## src/vlt3d_pkg.sv

```systemverilog
// Shared types and constants for the 3D voxel line walker.
// No dependencies; imported by voxel_line_traversal_3d_unit.
package vlt3d_pkg;

    localparam int unsigned NUM_AXES  = 3;
    localparam int unsigned NUM_PAIRS = 6;

    // Command carried in the slave-side tuser
    typedef enum logic {
        MODE_LOAD    = 1'b0,
        MODE_ADVANCE = 1'b1
    } t_mode;

    // Slot of the crossing term (2k_a+1)*d_b for the ordered axis pair a != b
    function automatic logic [2:0] pair_idx(input int unsigned a, input int unsigned b);
        int unsigned idx;
        idx = a * 2 + ((b > a) ? (b - 1) : b);
        return idx[2:0];
    endfunction

endpackage

```

## src/voxel_line_traversal_3d_unit.sv

```systemverilog
// 3D voxel line walker (Amanatides-Woo traversal in exact integer form).
// Depends on vlt3d_pkg for the command codes and the crossing-term slot map.
//
// Usage:
//   Slave channel (i_s_axis_*): one word per command. tuser holds the mode:
//   load takes start and end voxels from tdata, advance steps one voxel.
//   Master channel (o_m_axis_*): exactly one word per accepted command.
//   tdata holds the voxel reached, tuser flags a real step, tlast marks the
//   step that lands on the end voxel. Load words, and advances with no line
//   or a finished line, come out with tuser low and all other bits zero.
//   Path: each command word passes the input register, then the result
//   register, whose word drives the master side. Throughput: one word per
//   clock while the receiver keeps tready high; each advance needs only six
//   compares of the running crossing terms and a few adds, all between the
//   input register and the result register.
//   Stall: when the receiver holds tready low, the result register holds
//   its word, the input register keeps accepting until it is full, then
//   tready on the slave side drops. Nothing is lost or repeated.
//   Reset (i_rst_n low, synchronous): drop both pipeline words and forget
//   any loaded line; the next advance before a load gives an invalid word.
//   The start voxel itself is never reported; ties step all tied axes.
module voxel_line_traversal_3d_unit #(
    parameter int COORD_BITS = 16
) (
    input  logic                                  i_clk,
    input  logic                                  i_rst_n,
    // Slave side
    input  logic                                  i_s_axis_tvalid,
    output logic                                  o_s_axis_tready,
    // tdata from bit 0: start_x, start_y, start_z, end_x, end_y, end_z, zero pad
    input  logic [((6*COORD_BITS+7)/8)*8-1:0]     i_s_axis_tdata,
    // tuser: mode
    input  logic [0:0]                            i_s_axis_tuser,
    // Master side
    output logic                                  o_m_axis_tvalid,
    input  logic                                  i_m_axis_tready,
    // tdata from bit 0: voxel_x, voxel_y, voxel_z, zero pad
    output logic [((3*COORD_BITS+7)/8)*8-1:0]     o_m_axis_tdata,
    // tuser: voxel_valid
    output logic [0:0]                            o_m_axis_tuser,
    // tlast: last_voxel
    output logic                                  o_m_axis_tlast
);
    import vlt3d_pkg::*;

    localparam int CW    = COORD_BITS;
    localparam int SW    = COORD_BITS + 1;      // span width
    localparam int TW    = 2 * COORD_BITS + 3;  // crossing-term width
    localparam int OUT_W = ((3*COORD_BITS+7)/8)*8;

    // Input register
    logic          r_s1_valid;
    t_mode         r_s1_mode;
    logic [CW-1:0] r_s1_start [NUM_AXES];
    logic [CW-1:0] r_s1_end   [NUM_AXES];

    // Result register
    logic          r_out_valid;
    logic [CW-1:0] r_out_voxel [NUM_AXES];
    logic          r_out_vld;
    logic          r_out_last;

    // Line state
    logic [CW-1:0] r_cur  [NUM_AXES];
    logic [CW-1:0] r_tgt  [NUM_AXES];
    logic          r_sign [NUM_AXES];
    logic [SW-1:0] r_span [NUM_AXES];
    logic [TW-1:0] r_term [NUM_PAIRS];
    logic          r_active;

    // Next values
    logic          s2_ready;
    logic          s1_fire;
    logic          s_accept;
    logic          mv    [NUM_AXES];
    logic [CW-1:0] n_cur [NUM_AXES];
    logic [TW-1:0] n_term [NUM_PAIRS];
    logic [SW-1:0] n_span [NUM_AXES];
    logic          n_sign [NUM_AXES];
    logic          n_last;
    logic          adv_step;

    assign s2_ready        = !r_out_valid || i_m_axis_tready;
    assign s1_fire         = r_s1_valid && s2_ready;
    assign o_s_axis_tready = !r_s1_valid || s2_ready;
    assign s_accept        = i_s_axis_tvalid && o_s_axis_tready;
    assign adv_step        = (r_s1_mode == MODE_ADVANCE) && r_active;

    // Load path: span and direction per axis
    always_comb begin
        logic signed [SW-1:0] diff;
        for (int a = 0; a < NUM_AXES; a++) begin
            diff = $signed({r_s1_end[a][CW-1], r_s1_end[a]})
                 - $signed({r_s1_start[a][CW-1], r_s1_start[a]});
            n_span[a] = diff[SW-1] ? SW'(-diff) : SW'(diff);
            n_sign[a] = ($signed(r_s1_start[a]) >= $signed(r_s1_end[a]));
        end
    end

    // Advance path: pick the axes with the earliest crossing, step them
    always_comb begin
        for (int a = 0; a < NUM_AXES; a++) begin
            mv[a] = 1'b1;
            for (int b = 0; b < NUM_AXES; b++) begin
                if (a != b) begin
                    if (r_term[pair_idx(b, a)] < r_term[pair_idx(a, b)]) begin
                        mv[a] = 1'b0;
                    end
                end
            end
        end
        for (int a = 0; a < NUM_AXES; a++) begin
            if (!mv[a]) begin
                n_cur[a] = r_cur[a];
            end else if (r_sign[a]) begin
                n_cur[a] = r_cur[a] - CW'(1);
            end else begin
                n_cur[a] = r_cur[a] + CW'(1);
            end
            for (int b = 0; b < NUM_AXES; b++) begin
                if (a != b) begin
                    n_term[pair_idx(a, b)] = r_term[pair_idx(a, b)]
                        + (mv[a] ? {{(TW-SW-1){1'b0}}, r_span[b], 1'b0} : TW'(0));
                end
            end
        end
        n_last = (n_cur[0] == r_tgt[0]) && (n_cur[1] == r_tgt[1])
              && (n_cur[2] == r_tgt[2]);
    end

    // Input register: take a word whenever it is empty or moving on
    always_ff @(posedge i_clk) begin
        if (!i_rst_n) begin
            r_s1_valid <= 1'b0;
        end else if (o_s_axis_tready) begin
            r_s1_valid <= i_s_axis_tvalid;
        end
        if (s_accept) begin
            r_s1_mode <= t_mode'(i_s_axis_tuser[0]);
            for (int a = 0; a < NUM_AXES; a++) begin
                r_s1_start[a] <= i_s_axis_tdata[a*CW +: CW];
                r_s1_end[a]   <= i_s_axis_tdata[(a+3)*CW +: CW];
            end
        end
    end

    // Line state and result register
    always_ff @(posedge i_clk) begin
        if (!i_rst_n) begin
            r_out_valid <= 1'b0;
            r_active    <= 1'b0;
        end else begin
            if (s2_ready) begin
                r_out_valid <= r_s1_valid;
            end
            if (s1_fire) begin
                if (r_s1_mode == MODE_LOAD) begin
                    r_active <= !((r_s1_start[0] == r_s1_end[0])
                                && (r_s1_start[1] == r_s1_end[1])
                                && (r_s1_start[2] == r_s1_end[2]));
                end else if (r_active) begin
                    r_active <= !n_last;
                end
            end
        end
        if (s1_fire) begin
            if (r_s1_mode == MODE_LOAD) begin
                for (int a = 0; a < NUM_AXES; a++) begin
                    r_cur[a]  <= r_s1_start[a];
                    r_tgt[a]  <= r_s1_end[a];
                    r_span[a] <= n_span[a];
                    r_sign[a] <= n_sign[a];
                    for (int b = 0; b < NUM_AXES; b++) begin
                        if (a != b) begin
                            r_term[pair_idx(a, b)] <= {{(TW-SW){1'b0}}, n_span[b]};
                        end
                    end
                end
            end else if (r_active) begin
                for (int a = 0; a < NUM_AXES; a++) begin
                    r_cur[a] <= n_cur[a];
                end
                for (int p = 0; p < NUM_PAIRS; p++) begin
                    r_term[p] <= n_term[p];
                end
            end
            for (int a = 0; a < NUM_AXES; a++) begin
                r_out_voxel[a] <= adv_step ? n_cur[a] : CW'(0);
            end
            r_out_vld  <= adv_step;
            r_out_last <= adv_step && n_last;
        end
    end

    assign o_m_axis_tvalid = r_out_valid;
    assign o_m_axis_tdata  = OUT_W'({r_out_voxel[2], r_out_voxel[1], r_out_voxel[0]});
    assign o_m_axis_tuser  = r_out_vld;
    assign o_m_axis_tlast  = r_out_last;

    // A result without a step carries no voxel and no last mark
    a_invalid_zero: assert property (@(posedge i_clk) disable iff (!i_rst_n)
        o_m_axis_tvalid && !o_m_axis_tuser[0] |-> (o_m_axis_tdata == '0) && !o_m_axis_tlast)
        else $error("invalid result word carries data");

    // Reaching the end voxel ends the line
    a_last_ends_line: assert property (@(posedge i_clk) disable iff (!i_rst_n)
        s1_fire && adv_step && n_last |=> !r_active)
        else $error("line still active after last voxel");

    // An active line is never sitting on its end voxel
    a_active_not_at_end: assert property (@(posedge i_clk) disable iff (!i_rst_n)
        r_active |-> !((r_cur[0] == r_tgt[0]) && (r_cur[1] == r_tgt[1])
                    && (r_cur[2] == r_tgt[2])))
        else $error("active line already at end voxel");

    // Every advance of an active line moves at least one axis
    a_some_axis_moves: assert property (@(posedge i_clk) disable iff (!i_rst_n)
        s1_fire && adv_step |-> (mv[0] || mv[1] || mv[2]))
        else $error("advance moved no axis");

endmodule

```

## config.mk

```make
export PLATFORM = sky130hd
export DESIGN_NAME = voxel_line_traversal_3d_unit
export DESIGN_NICKNAME = d
export VERILOG_FILES = /design/src/vlt3d_pkg.sv /design/src/voxel_line_traversal_3d_unit.sv
export SDC_FILE = /design/constraint.sdc
export NUM_CORES = 1
export LEC_CHECK = 0
export BUFFER_PORTS_ARGS = -buffer_cell sky130_fd_sc_hd__buf_2
export CAP_MARGIN = 20
export CORE_AREA = 2 2 204 257
export CTS_CLUSTER_DIAMETER = 150
export DETAILED_ROUTE_END_ITERATION = 16
export DIE_AREA = 0 0 206 259
export GPL_ROUTABILITY_DRIVEN = 1
export PLACE_DENSITY = 0.86
export SLEW_MARGIN = 20
export SYNTH_ARGS = -nofsm -noshare
export SYNTH_HDL_FRONTEND = slang
export SYNTH_SLANG_ARGS = --single-unit
```

## constraint.sdc

```tcl
create_clock -name i_clk -period 48.6 [get_ports i_clk]
set_input_delay 9.72 -clock i_clk [delete_from_list [all_inputs] [get_ports i_clk]]
set_output_delay 9.72 -clock i_clk [all_outputs]
set_load 0.05 [all_outputs]
```

### Yosys cells after proc, flatten, opt, wreduce, memory -nomap -nowiden

Memory sizes are Yosys's and may differ from the RTL's.
Index checks and enable logic that the tools add are counted.

| word-level totals | value |
|---|---|
| register bits after elaboration | 6 |
| bits in writable memories | 504 |
| bits of input ports | 101 |
| word-level logic and storage cells | 116 |
| memories | 8 |

| cells by class | value |
|---|---|
| $add $sub $neg | 18 |
| $lt $le $gt $ge | 9 |
| equality and inequality tests | 6 |
| mux-type cells | 46 |
| bitwise logic cells | 9 |
| reduce and logical (&&, ||, !) cells | 14 |

Memory list:

| name | words | width | rd ports | clocked after Yosys merged registers in | write ports | line | text |
|---|---|---|---|---|---|---|---|
| r_term | 6 | 35 | 6 | 0 | 6 | voxel_line_traversal_3d_unit.sv:68 | `logic [TW-1:0] r_term [NUM_PAIRS];` |
| r_span | 3 | 17 | 3 | 0 | 3 | voxel_line_traversal_3d_unit.sv:67 | `logic [SW-1:0] r_span [NUM_AXES];` |
| r_cur | 3 | 16 | 3 | 0 | 3 | voxel_line_traversal_3d_unit.sv:64 | `logic [CW-1:0] r_cur [NUM_AXES];` |
| r_out_voxel | 3 | 16 | 3 | 0 | 3 | voxel_line_traversal_3d_unit.sv:59 | `logic [CW-1:0] r_out_voxel [NUM_AXES];` |
| r_s1_end | 3 | 16 | 3 | 0 | 3 | voxel_line_traversal_3d_unit.sv:55 | `logic [CW-1:0] r_s1_end [NUM_AXES];` |
| r_s1_start | 3 | 16 | 3 | 0 | 3 | voxel_line_traversal_3d_unit.sv:54 | `logic [CW-1:0] r_s1_start [NUM_AXES];` |
| 2 more memories | - | - | - | - | - | - |  |

Operators by type and width:

| cell | count |
|---|---|
| $add A35 B18 Y35 | 6 |
| $lt A35 B35 Y1 | 6 |
| $mux W35 | 6 |
| $mux W16 | 12 |
| $mux W18 | 6 |
| $eq A16 B16 Y1 | 6 |
| $mux W17 | 3 |
| $neg A17 Y17 | 3 |
| $sub A16 B16 Y17 | 3 |
| $add A16 B1 Y16 const B | 3 |
| $ge A16 B16 Y1 | 3 |
| $sub A16 B1 Y16 const B | 3 |
| $mux W1 | 19 |
| $or A1 B1 Y1 | 9 |
| $logic_and A1 B1 Y1 | 8 |
| $logic_not A1 Y1 | 4 |
| $logic_or A1 B1 Y1 | 2 |

### Logic depth before layout (Yosys ltp)

Gate-level depths: netlist of the first run.

| logic depth | value |
|---|---|
| depth after elaboration | 10 |
| gate-level depth with buffers | 27 |

### Worst setup path after synthesis of the first run

OpenSTA, ideal clock, no wires.

| timing | value |
|---|---|
| path type | input port to flip-flop |
| start point | input i_m_axis_tready |
| end point | memory r_cur[0][0] in the netlist's numbering, enable pin |
| setup time | 0.950 ns |
| arrival time | 22.110 ns |
| required time | 47.650 ns |
| slack | 25.541 ns |
| stages on the path | 3 |
| buffers on the path | 0 |
| cells stage by stage | nor2b_1 nand2b_1 a21oi_1 |

RTL lines:

| what | line | text |
|---|---|---|
| start: declaration | voxel_line_traversal_3d_unit.sv:36 | `input logic i_m_axis_tready,` |
| end: declaration | voxel_line_traversal_3d_unit.sv:64 |  |

### Final worst setup path of the first run

| timing | value |
|---|---|
| start point | input i_m_axis_tready |
| end point | output o_s_axis_tready |

| on the way | value |
|---|---|
| longest elaborated chain between the ends | 2 |

RTL lines:

| what | line | text |
|---|---|---|
| $logic_or A1 B1 Y1 | voxel_line_traversal_3d_unit.sv:83 | `assign s2_ready = !r_out_valid \|\| i_m_axis_tready;` |
| $logic_or A1 B1 Y1 | voxel_line_traversal_3d_unit.sv:85 | `assign o_s_axis_tready = !r_s1_valid \|\| s2_ready;` |
| end: declaration | voxel_line_traversal_3d_unit.sv:29 | `output logic o_s_axis_tready,` |

Every way passes these cells.

==> results of run 1 <==
-- kinds of logic after synthesis --
| group | after synthesis | synth area share |
|---|---|---|
| buffers and inverters | 362 | 0.0407 |
| AND/OR/NAND/NOR | 1103 | 0.159 |
| flip-flops | 507 | 0.443 |
| AO/OA/AOI/OAI | 766 | 0.145 |
| XOR/XNOR | 319 | 0.0829 |
| multiplexers | 41 | 0.0123 |
| adder cells (fa/ha/maj) | 315 | 0.117 |
-- flip-flops by register name, indices dropped and copies added, names as in the netlist --
register         flops
r_active             1
r_term             207
r_out_voxel         48
o_m_axis_tvalid      1
r_s1_mode            1
r_s1_start          48
o_m_axis_tuser       1
o_m_axis_tlast       1
r_s1_end            48
r_span              51
r_tgt               48
r_cur               48
r_s1_valid           1
r_sign               3
-- area by class of cell --
cell class                 count  area, um2  area share
clock inverter                32        365     0.00974
clock buffer                  60       1310      0.0349
tap                          665        832      0.0222
multi-input combinational   2544      17800       0.475
inverter                     289       1080      0.0289
timing repair buffer         171        907      0.0242
sequential                   507      15200       0.405
-- synthesized netlist by cell type, types with 10 or more instances --
| master | instances |
|---|---|
| sky130_fd_sc_hd__nand2_1 | 233 |
| sky130_fd_sc_hd__clkbuf_1 | 62 |
| sky130_fd_sc_hd__nand2b_1 | 30 |
| sky130_fd_sc_hd__xor2_1 | 90 |
| sky130_fd_sc_hd__mux2_2 | 10 |
| sky130_fd_sc_hd__o21ai_0 | 205 |
| sky130_fd_sc_hd__a211o_1 | 10 |
| sky130_fd_sc_hd__nand3_1 | 77 |
| sky130_fd_sc_hd__xnor2_1 | 225 |
| sky130_fd_sc_hd__o21a_1 | 40 |
| sky130_fd_sc_hd__a2111oi_0 | 10 |
| sky130_fd_sc_hd__o211ai_1 | 15 |
| sky130_fd_sc_hd__nor3_1 | 95 |
| sky130_fd_sc_hd__nor3b_1 | 15 |
| sky130_fd_sc_hd__inv_1 | 289 |
| sky130_fd_sc_hd__edfxtp_1 | 504 |
| sky130_fd_sc_hd__a21boi_0 | 16 |
| sky130_fd_sc_hd__o2111ai_1 | 10 |
| sky130_fd_sc_hd__or3_1 | 36 |
| sky130_fd_sc_hd__a21oi_1 | 192 |
| sky130_fd_sc_hd__and2_1 | 119 |
| sky130_fd_sc_hd__nor2_1 | 299 |
| sky130_fd_sc_hd__and3_1 | 32 |
| sky130_fd_sc_hd__a31oi_1 | 19 |
| sky130_fd_sc_hd__or2_2 | 25 |
| sky130_fd_sc_hd__o21bai_1 | 24 |
| sky130_fd_sc_hd__a211oi_1 | 29 |
| sky130_fd_sc_hd__o31ai_1 | 18 |
| sky130_fd_sc_hd__a31o_2 | 16 |
| sky130_fd_sc_hd__nor2b_1 | 28 |
| sky130_fd_sc_hd__a21o_1 | 61 |
| sky130_fd_sc_hd__nor4_1 | 18 |
| sky130_fd_sc_hd__nand4_1 | 53 |
| sky130_fd_sc_hd__ha_1 | 303 |
| sky130_fd_sc_hd__and4_1 | 10 |
| sky130_fd_sc_hd__fa_1 | 12 |
| sky130_fd_sc_hd__mux2i_1 | 31 |
-- worst max path at each step --
stage                    startpoint                     to  cells past startpoint
CTS                 i_m_axis_tready        o_s_axis_tready                      4
global route        i_m_axis_tready        o_s_axis_tready                      4
global placement    i_m_axis_tready        o_s_axis_tready                      4
floorplan           i_m_axis_tready  r_cur[0][0]$_DFFE_PP_                      3
finish              i_m_axis_tready        o_s_axis_tready                      4
detailed placement  i_m_axis_tready        o_s_axis_tready                      4
-- stage by stage --
step                      total power [mW]  cells
after detailed placement             0.783   4176
after floorplan                      0.722   3413
after global placement               0.775   4176
after global routing                  1.23   4268
final                                 1.19   4268
after CTS                             1.19   4268
-- layer usage --
layer,up-vias,share of wire
met4,0,0.057
li1,12700,-
met3,265,0.060
met2,1047,0.49
met5,-,0
met1,12800,0.39
-- worst register-to-register path, delay by kind of cell (launching register included) --
family | cells | cell delay (ps)
AOI/OAI and AO/OA | 8 | 2840
and+or+nand+nor | 8 | 1970
adders and majority gates | 3 | 930
buffers and inverters | 3 | 730
DFF | 1 | 600
xor gates and xnor gates | 1 | 160
-- report_power, final --
group	internal (mW)	switching (mW)	leakage [nW]
Combinational	0.0949	0.152	9.64
Clock	0.230	0.177	0.825
Sequential	0.517	0.0177	4.76
==> impl_results.html, run 1 <==
<table>
<tr><th>Metric</th><th>Value</th></tr>
<tr><th colspan="2">Yosys</th></tr>
<tr><td>Sequential cell area fraction in the yosys report</td><td>0.443</td></tr>
<tr><td>Most used DFF post-synth</td><td>sky130_fd_sc_hd__edfxtp_1</td></tr>
<tr><td>Warnings from Yosys</td><td>0</td></tr>
<tr><td>Area of the mapped netlist</td><td>34300 um2</td></tr>
<tr><td>Avg Cell Area, Syn</td><td>10.1 um2</td></tr>
<tr><td>Distinct cell type count of the synthesized netlist</td><td>95</td></tr>
<tr><td>Async set or reset register ratio after synthesis</td><td>0</td></tr>
<tr><td>Number of nets produced by synthesis</td><td>3829</td></tr>
<tr><td>Area share of the leading cell type in the synthesized netlist</td><td>0.441</td></tr>
<tr><td>Most area-hungry cell type in the Yosys netlist</td><td>sky130_fd_sc_hd__edfxtp_1</td></tr>
<tr><td>FF+latch count, synth</td><td>507</td></tr>
<tr><td>Mapped Cells</td><td>3413</td></tr>
<tr><td>Area contributors post-synth</td><td>sky130_fd_sc_hd__edfxtp_1, sky130_fd_sc_hd__ha_1, sky130_fd_sc_hd__xnor2_1</td></tr>
<tr><td>Number of synthesized flops with an enable pin</td><td>504</td></tr>
<tr><th colspan="2">Timing</th></tr>
<tr><td>Worst Tran Pin Value</td><td>1120 ps</td></tr>
<tr><td>Unrepaired setup endpoints after global routing</td><td>false</td></tr>
<tr><td>Setup TNS</td><td>0 ps</td></tr>
<tr><td>Worst Hold Margin</td><td>458 ps</td></tr>
<tr><td>Final worst path period need</td><td>20140 ps</td></tr>
<tr><td>Maximum clock rate</td><td>0.0497 GHz</td></tr>
<tr><td>Total count of hold-check failures in the final report</td><td>0</td></tr>
<tr><td>PnR worst setup slack</td><td>28460 ps</td></tr>
<tr><td>Maximum clock skew at final layout</td><td>46.3 ps</td></tr>
<tr><td>Final count of negative-setup-slack endpoints</td><td>0</td></tr>
<tr><td>Max-slew violation count</td><td>0</td></tr>
<tr><td>Part of the cycle the worst path needs</td><td>0.414</td></tr>
<tr><td>Max-Slew Margin vs Limit</td><td>0.232</td></tr>
<tr><th colspan="2">Worst hold path</th></tr>
<tr><td>Capture endpoint of the worst hold path</td><td>r_tgt[0][36]$_DFFE_PP_</td></tr>
<tr><td>Hold Crit Depth</td><td>0</td></tr>
<tr><td>Classification of the worst-slack hold path</td><td>reg2reg</td></tr>
<tr><td>Origin of the worst min-delay path</td><td>r_s1_end[0][36]$_DFFE_PP_</td></tr>
<tr><th colspan="2">Global route</th></tr>
<tr><td>Met3 demand-to-capacity share in global routing</td><td>0.0390</td></tr>
<tr><td>Vias in the first global route</td><td>26900</td></tr>
<tr><td>Aggregate global-route resource usage</td><td>0.327</td></tr>
<tr><td>Initial antenna violation count</td><td>0</td></tr>
<tr><td>Global-route wire length before repair</td><td>137000 um</td></tr>
<tr><td>M1 GR Usage</td><td>0.398</td></tr>
<tr><td>Most Used Layer, Global Route</td><td>met2</td></tr>
<tr><td>Total congestion overflow</td><td>0</td></tr>
<tr><td>Met2 Usage GRT</td><td>0.567</td></tr>
<tr><td>Maximum number of pins on one net before global-route repair</td><td>111</td></tr>
<tr><th colspan="2">Power</th></tr>
<tr><td>Leakage power</td><td>15.2 nW</td></tr>
<tr><td>Total power density per cell area</td><td>31.7 nW/um2</td></tr>
<tr><td>Worst IR drop on VDD</td><td>37.5 uV</td></tr>
<tr><th colspan="2">Critical path</th></tr>
<tr><td>Crit start category</td><td>input port</td></tr>
<tr><td>Crit-path leading delay family</td><td>simple AND/OR/NAND/NOR gates</td></tr>
<tr><td>Critical path fanouts, max</td><td>4</td></tr>
<tr><td>Ordered list of cells on the worst path</td><td>buf_2 &gt; nor2b_1 &gt; nand2_1 &gt; buf_2</td></tr>
<tr><td>Number of cell instances on the worst register-to-register path</td><td>23</td></tr>
<tr><td>Most common cell type on the critical path</td><td>sky130_fd_sc_hd__buf_2</td></tr>
<tr><td>Destination of the worst register-to-register timing path</td><td>r_term[1][29]$_SDFFCE_PN0P_</td></tr>
<tr><td>Setup slack of the worst register-to-register path</td><td>41110 ps</td></tr>
<tr><td>Critical path start-end classification</td><td>in2out</td></tr>
<tr><td>Crit end category</td><td>primary output</td></tr>
<tr><td>Delay contributed by the slowest stage of the critical path</td><td>230 ps</td></tr>
<tr><td>Combined buffer and inverter count along the critical path</td><td>2</td></tr>
<tr><td>Worst Path Arrival</td><td>10420 ps</td></tr>
<tr><td>Crit-path slowest cell</td><td>sky130_fd_sc_hd__nor2b_1</td></tr>
<tr><td>CP required</td><td>38880 ps</td></tr>
<tr><td>Start of the worst register-to-register path</td><td>r_term[2][18]$_SDFFCE_PN0P_</td></tr>
<tr><th colspan="2">Clock tree</th></tr>
<tr><td>Maximum root-to-sink buffer count</td><td>3</td></tr>
<tr><td>TritonCTS buffer count</td><td>50</td></tr>
<tr><td>Setup Buffers After CTS</td><td>0</td></tr>
<tr><td>Worst-skew pair later-pin latency</td><td>630 ps</td></tr>
<tr><td>Root Buffer</td><td>sky130_fd_sc_hd__clkbuf_16</td></tr>
<tr><td>Sink Count</td><td>507</td></tr>
<tr><td>Clock H-tree levels</td><td>2</td></tr>
<tr><td>Clock slew at reported path FFs</td><td>70 ps</td></tr>
<tr><td>Resized Gates After CTS</td><td>0</td></tr>
<tr><td>TritonCTS clock tree</td><td>yes</td></tr>
<tr><td>Hold-fix buffers at CTS</td><td>0</td></tr>
<tr><th colspan="2">Die</th></tr>
<tr><td>I/O pins</td><td>153</td></tr>
<tr><td>Floorplan core area</td><td>51000 um2</td></tr>
<tr><td>Die Span X</td><td>206 um</td></tr>
<tr><td>Height of the die</td><td>259 um</td></tr>
<tr><td>Starting density of the core</td><td>0.674</td></tr>
<tr><td>Site row count</td><td>93</td></tr>
<tr><td>Total Die Area</td><td>53400 um2</td></tr>
<tr><th colspan="2">Run</th></tr>
<tr><td>Number of max-capacitance violations reported</td><td>0</td></tr>
<tr><th colspan="2">Placement</th></tr>
<tr><td>IO Port Bufs</td><td>152</td></tr>
<tr><td>Routability cong.</td><td>0.944</td></tr>
<tr><td>Final HPWL DP</td><td>63600 um</td></tr>
<tr><td>Placed inst area</td><td>35800 um2</td></tr>
<tr><td>Worst slack at placement</td><td>28480 ps</td></tr>
<tr><th colspan="2">Route</th></tr>
<tr><td>First-pass detailed-route iteration total</td><td>6</td></tr>
<tr><td>Remaining antenna violation count</td><td>0</td></tr>
<tr><td>Average routed wire per standard cell</td><td>20.4 um</td></tr>
<tr><td>Total via count after detailed routing</td><td>26800</td></tr>
<tr><td>DRC violation count after routing</td><td>0</td></tr>
<tr><td>Aggregate routed wire length</td><td>87000 um</td></tr>
<tr><td>Post-detailed-route via-to-cell ratio</td><td>6.29</td></tr>
<tr><td>Drt initial violations</td><td>2175</td></tr>
<tr><th colspan="2">Final layout</th></tr>
<tr><td>Fillcell total</td><td>3577</td></tr>
<tr><td>Commonest non-fill, non-tap cells in the layout</td><td>sky130_fd_sc_hd__edfxtp_1, sky130_fd_sc_hd__ha_1, sky130_fd_sc_hd__nor2_1</td></tr>
<tr><td>Number of antenna diodes</td><td>0</td></tr>
<tr><td>Final-stage net count</td><td>3979</td></tr>
<tr><td>Layout Utilization</td><td>0.736</td></tr>
<tr><td>Fraction of layout instances using a drive strength above 1</td><td>0.0946</td></tr>
<tr><td>Cell area after layout</td><td>37500 um2</td></tr>
<tr><td>Area Growth Syn to Fin</td><td>9.25%</td></tr>
<tr><td>Commonest non-fill, non-tap cell in the layout</td><td>sky130_fd_sc_hd__edfxtp_1</td></tr>
<tr><th colspan="2">Run status</th></tr>
<tr><td>Outcome</td><td>complete, no violations</td></tr>
</table>
No activity file was read; power rests on OpenSTA's default activity.
==> run 2: changes to the inputs <==
--- a/config.mk
+++ b/config.mk
@@ -7,12 +7,12 @@
 export LEC_CHECK = 0
 export BUFFER_PORTS_ARGS = -buffer_cell sky130_fd_sc_hd__buf_2
 export CAP_MARGIN = 20
-export CORE_AREA = 2 2 204 257
+export CORE_AREA = 2 2 212 266
 export CTS_CLUSTER_DIAMETER = 150
 export DETAILED_ROUTE_END_ITERATION = 16
-export DIE_AREA = 0 0 206 259
+export DIE_AREA = 0 0 214 268
 export GPL_ROUTABILITY_DRIVEN = 1
-export PLACE_DENSITY = 0.86
+export PLACE_DENSITY = 0.81
 export SLEW_MARGIN = 20
 export SYNTH_ARGS = -nofsm -noshare
 export SYNTH_HDL_FRONTEND = slang
==> constraint.sdc (replaced) <==
create_clock -name i_clk -period 19.7 [get_ports i_clk]
set_input_delay 3.94 -clock i_clk [delete_from_list [all_inputs] [get_ports i_clk]]
set_output_delay 3.94 -clock i_clk [all_outputs]
set_load 0.05 [all_outputs]
==> run 2 against run 1 <==
  * Wire length is 0.47% lower
  * Setup slack worse by 18000 ps
  * Global-route usage is 2.8 points lower
  * Clock power grew to 2.6 times the previous value
  * Sequential power is 150% higher
  * Sequential share of layout area is 0.24 points lower
  * Via count is 0.68% lower
  * Largest cell class unchanged
  * Largest power group unchanged
  * Highest routed layer unchanged
==> impl_results.html, run 2 (synthesis gave the netlist of run 1 again) <==
<table>
<tr><th>Metric</th><th>Value</th></tr>
<tr><th colspan="2">Route</th></tr>
<tr><td>DRC violation count after routing</td><td>0 (unchanged)</td></tr>
<tr><td>Remaining antenna violation count</td><td>0 (unchanged)</td></tr>
<tr><td>Post-detailed-route via-to-cell ratio</td><td>6.13 (-2.5%)</td></tr>
<tr><td>First-pass detailed-route iteration total</td><td>7 (+1)</td></tr>
<tr><td>Drt initial violations</td><td>2282 (+4.9%)</td></tr>
<tr><td>Total via count after detailed routing</td><td>26600 (-0.68%)</td></tr>
<tr><td>Aggregate routed wire length</td><td>86600 um (-0.47%)</td></tr>
<tr><td>Average routed wire per standard cell</td><td>19.9 um (-2.3%)</td></tr>
<tr><th colspan="2">Critical path</th></tr>
<tr><td>CP required</td><td>15760 ps (-23120 ps)</td></tr>
<tr><td>Critical path start-end classification</td><td>in2out</td></tr>
<tr><td>Ordered list of cells on the worst path</td><td>buf_2 &gt; nor2b_1 &gt; nand2_1 &gt; buf_2</td></tr>
<tr><td>Critical path fanouts, max</td><td>4 (unchanged)</td></tr>
<tr><td>Capturing element of the worst setup path</td><td>o_s_axis_tready</td></tr>
<tr><td>Crit start category</td><td>input port</td></tr>
<tr><td>Setup slack of the worst register-to-register path</td><td>12300 ps (-28810 ps)</td></tr>
<tr><td>Worst Path Arrival</td><td>4840 ps (-5580 ps)</td></tr>
<tr><td>Delay contributed by the slowest stage of the critical path</td><td>410 ps (+180 ps)</td></tr>
<tr><td>Crit end category</td><td>primary output</td></tr>
<tr><td>Number of cell instances on the worst register-to-register path</td><td>22 (-4.3%)</td></tr>
<tr><td>Worst setup startpoint</td><td>i_m_axis_tready</td></tr>
<tr><td>Most common cell type on the critical path</td><td>sky130_fd_sc_hd__buf_2</td></tr>
<tr><td>Crit-path slowest cell</td><td>sky130_fd_sc_hd__nor2b_1</td></tr>
<tr><td>Start of the worst register-to-register path</td><td>r_term[1][31]$_SDFFCE_PN0P_</td></tr>
<tr><td>Destination of the worst register-to-register timing path</td><td>r_term[4][33]$_SDFFCE_PN0P_</td></tr>
<tr><th colspan="2">Final layout</th></tr>
<tr><td>Number of antenna diodes</td><td>0 (unchanged)</td></tr>
<tr><td>Number of flip-flops in the largest register</td><td>207 (unchanged)</td></tr>
<tr><td>Largest registers ranked by flip-flop count</td><td>r_term x207, r_span x51</td></tr>
<tr><td>Register containing the most flip-flops in the final layout</td><td>r_term</td></tr>
<tr><td>Commonest non-fill, non-tap cells in the layout</td><td>sky130_fd_sc_hd__edfxtp_1, sky130_fd_sc_hd__ha_1, sky130_fd_sc_hd__nor2_1</td></tr>
<tr><td>Final-stage net count</td><td>3984 (+0.13%)</td></tr>
<tr><td>Commonest non-fill, non-tap cell in the layout</td><td>sky130_fd_sc_hd__edfxtp_1</td></tr>
<tr><td>Cell area after layout</td><td>37700 um2 (+0.61%)</td></tr>
<tr><td>Area Growth Syn to Fin</td><td>9.91%</td></tr>
<tr><td>Fraction of layout instances using a drive strength above 1</td><td>0.0944 (-0.000236)</td></tr>
<tr><th colspan="2">Clock tree</th></tr>
<tr><td>Hold-fix buffers at CTS</td><td>0 (unchanged)</td></tr>
<tr><td>Clock slew at reported path FFs</td><td>60 ps (about the same)</td></tr>
<tr><td>Root Buffer</td><td>sky130_fd_sc_hd__clkbuf_16</td></tr>
<tr><td>Resized Gates After CTS</td><td>0 (unchanged)</td></tr>
<tr><td>TritonCTS buffer count</td><td>53 (+6.0%)</td></tr>
<tr><td>Sink Count</td><td>507 (unchanged)</td></tr>
<tr><td>Worst-skew pair later-pin latency</td><td>620 ps (about the same)</td></tr>
<tr><td>Maximum root-to-sink buffer count</td><td>3 (unchanged)</td></tr>
<tr><td>TritonCTS clock tree</td><td>yes</td></tr>
<tr><td>Clock H-tree levels</td><td>2 (unchanged)</td></tr>
<tr><td>Setup Buffers After CTS</td><td>0 (unchanged)</td></tr>
<tr><th colspan="2">Placement</th></tr>
<tr><td>Placed inst area</td><td>35900 um2 (+0.25%)</td></tr>
<tr><td>Final HPWL DP</td><td>63300 um (-0.50%)</td></tr>
<tr><td>IO Port Bufs</td><td>152 (unchanged)</td></tr>
<tr><td>Routability cong.</td><td>0.937 (-0.69%)</td></tr>
<tr><th colspan="2">Global route</th></tr>
<tr><td>Initial antenna violation count</td><td>0 (unchanged)</td></tr>
<tr><td>Aggregate global-route resource usage</td><td>0.298 (-0.0281)</td></tr>
<tr><td>Total congestion overflow</td><td>0 (unchanged)</td></tr>
<tr><td>Maximum number of pins on one net before global-route repair</td><td>114 (+2.7%)</td></tr>
<tr><td>Global-route wire length before repair</td><td>136000 um (-0.74%)</td></tr>
<tr><td>Vias in the first global route</td><td>26300 (-2.0%)</td></tr>
<tr><th colspan="2">Power</th></tr>
<tr><td>Worst IR drop on VDD</td><td>85.7 uV (+130%)</td></tr>
<tr><td>Leakage power</td><td>15.3 nW (+0.45%)</td></tr>
<tr><td>Total power density per cell area</td><td>79.0 nW/um2 (+150%)</td></tr>
<tr><th colspan="2">Timing</th></tr>
<tr><td>Part of the cycle the worst path needs</td><td>0.445</td></tr>
<tr><td>Max-Slew Margin vs Limit</td><td>0.214 (-0.0174)</td></tr>
<tr><td>Maximum clock rate</td><td>0.114 GHz</td></tr>
<tr><td>Final count of negative-setup-slack endpoints</td><td>0 (unchanged)</td></tr>
<tr><td>Setup TNS</td><td>0 ps (unchanged)</td></tr>
<tr><td>Final worst path period need</td><td>8780 ps</td></tr>
<tr><td>Unrepaired setup endpoints after global routing</td><td>false</td></tr>
<tr><td>Worst Tran Pin Value</td><td>1170 ps (+44.4 ps)</td></tr>
<tr><td>Total count of hold-check failures in the final report</td><td>0 (unchanged)</td></tr>
<tr><td>Max-slew violation count</td><td>0 (unchanged)</td></tr>
<tr><td>Maximum clock skew at final layout</td><td>29.1 ps (-17.2 ps)</td></tr>
<tr><th colspan="2">Run</th></tr>
<tr><td>Number of max-capacitance violations reported</td><td>0 (unchanged)</td></tr>
<tr><th colspan="2">Die</th></tr>
<tr><td>I/O pins</td><td>153 (unchanged)</td></tr>
<tr><td>Height of the die</td><td>268 um (+3.5%)</td></tr>
<tr><td>Floorplan core area</td><td>54700 um2 (+7.2%)</td></tr>
<tr><td>Starting density of the core</td><td>0.628 (-0.0454)</td></tr>
<tr><td>Total Die Area</td><td>57400 um2 (+7.5%)</td></tr>
<tr><td>Die Span X</td><td>214 um (+3.9%)</td></tr>
<tr><td>Site row count</td><td>96 (+3.2%)</td></tr>
<tr><th colspan="2">Worst hold path</th></tr>
<tr><td>Classification of the worst-slack hold path</td><td>reg2reg</td></tr>
<tr><th colspan="2">Run status</th></tr>
<tr><td>Outcome</td><td>complete, no violations</td></tr>
</table>
## run 2: report_power, final
| part | leakage, nW | switching, mW | internal, mW | total (mW) |
|---|---|---|---|---|
| sequential | 4.76 | 0.0414 | 1.28 | 1.32 |
| clock | 0.876 | 0.449 | 0.603 | 1.05 |
| combinational | 9.65 | 0.376 | 0.235 | 0.611 |
## run 2: layer usage
metal / up-vias / share of wire / track usage
met1: 12700 / 0.40 / 0.364
li1: 12800 / - / -
met3: 236 / 0.059 / 0.0381
met2: 917 / 0.49 / 0.520
met4: 0 / 0.054 / 0.158
met5: - / 0 / 0
## run 2: critical path, delay by kind of cell
kind,cells,cell delay (ps)
buffers and inverters,2,350
AND/OR/NAND/NOR,2,540
## run 2: worst min-delay path by stage
| stage | from | to | depth (start not counted) |
|---|---|---|---|
| CTS | r_s1_end[0][45]$_DFFE_PP_ | r_tgt[0][45]$_DFFE_PP_ | 0 |
| global placement | r_s1_end[0][16]$_DFFE_PP_ | r_tgt[0][16]$_DFFE_PP_ | 0 |
| global route | r_s1_end[0][16]$_DFFE_PP_ | r_tgt[0][16]$_DFFE_PP_ | 0 |
| floorplan | r_s1_end[0][0]$_DFFE_PP_ | r_tgt[0][0]$_DFFE_PP_ | 0 |
| detailed placement | r_s1_end[0][16]$_DFFE_PP_ | r_tgt[0][16]$_DFFE_PP_ | 0 |
| finish | r_s1_end[0][16]$_DFFE_PP_ | r_tgt[0][16]$_DFFE_PP_ | 0 |
## run 2: area by class of cell
| cell class | count | area [um2] |
|---|---|---|
| inverters | 289 | 1080 |
| fillers | 4105 | 16900 |
| flip-flops and latches | 507 | 15200 |
| well taps | 735 | 920 |
| clock inverters | 37 | 385 |
| repair buffers | 173 | 951 |
| multi-input cells | 2544 | 17800 |
| clock buffers | 62 | 1400 |
## run 2: per-stage QoR
| stage | hold slack [ps] | util | cells | worst slack (ps) | power [mW] |
|---|---|---|---|---|---|
| final | 456 | 0.690 | 4347 | 10920 | 2.98 |
| after global routing | 469 | 0.690 | 4347 | 10850 | 3.09 |
| after CTS | 456 | 0.690 | 4346 | 10940 | 2.98 |
| after detailed placement | 442 | 0.657 | 4247 | 10940 | 1.93 |
| after global placement | 436 | 0.657 | 4245 | 10980 | 1.92 |
| after floorplan | 426 | - | 3413 | 2420 | 1.78 |
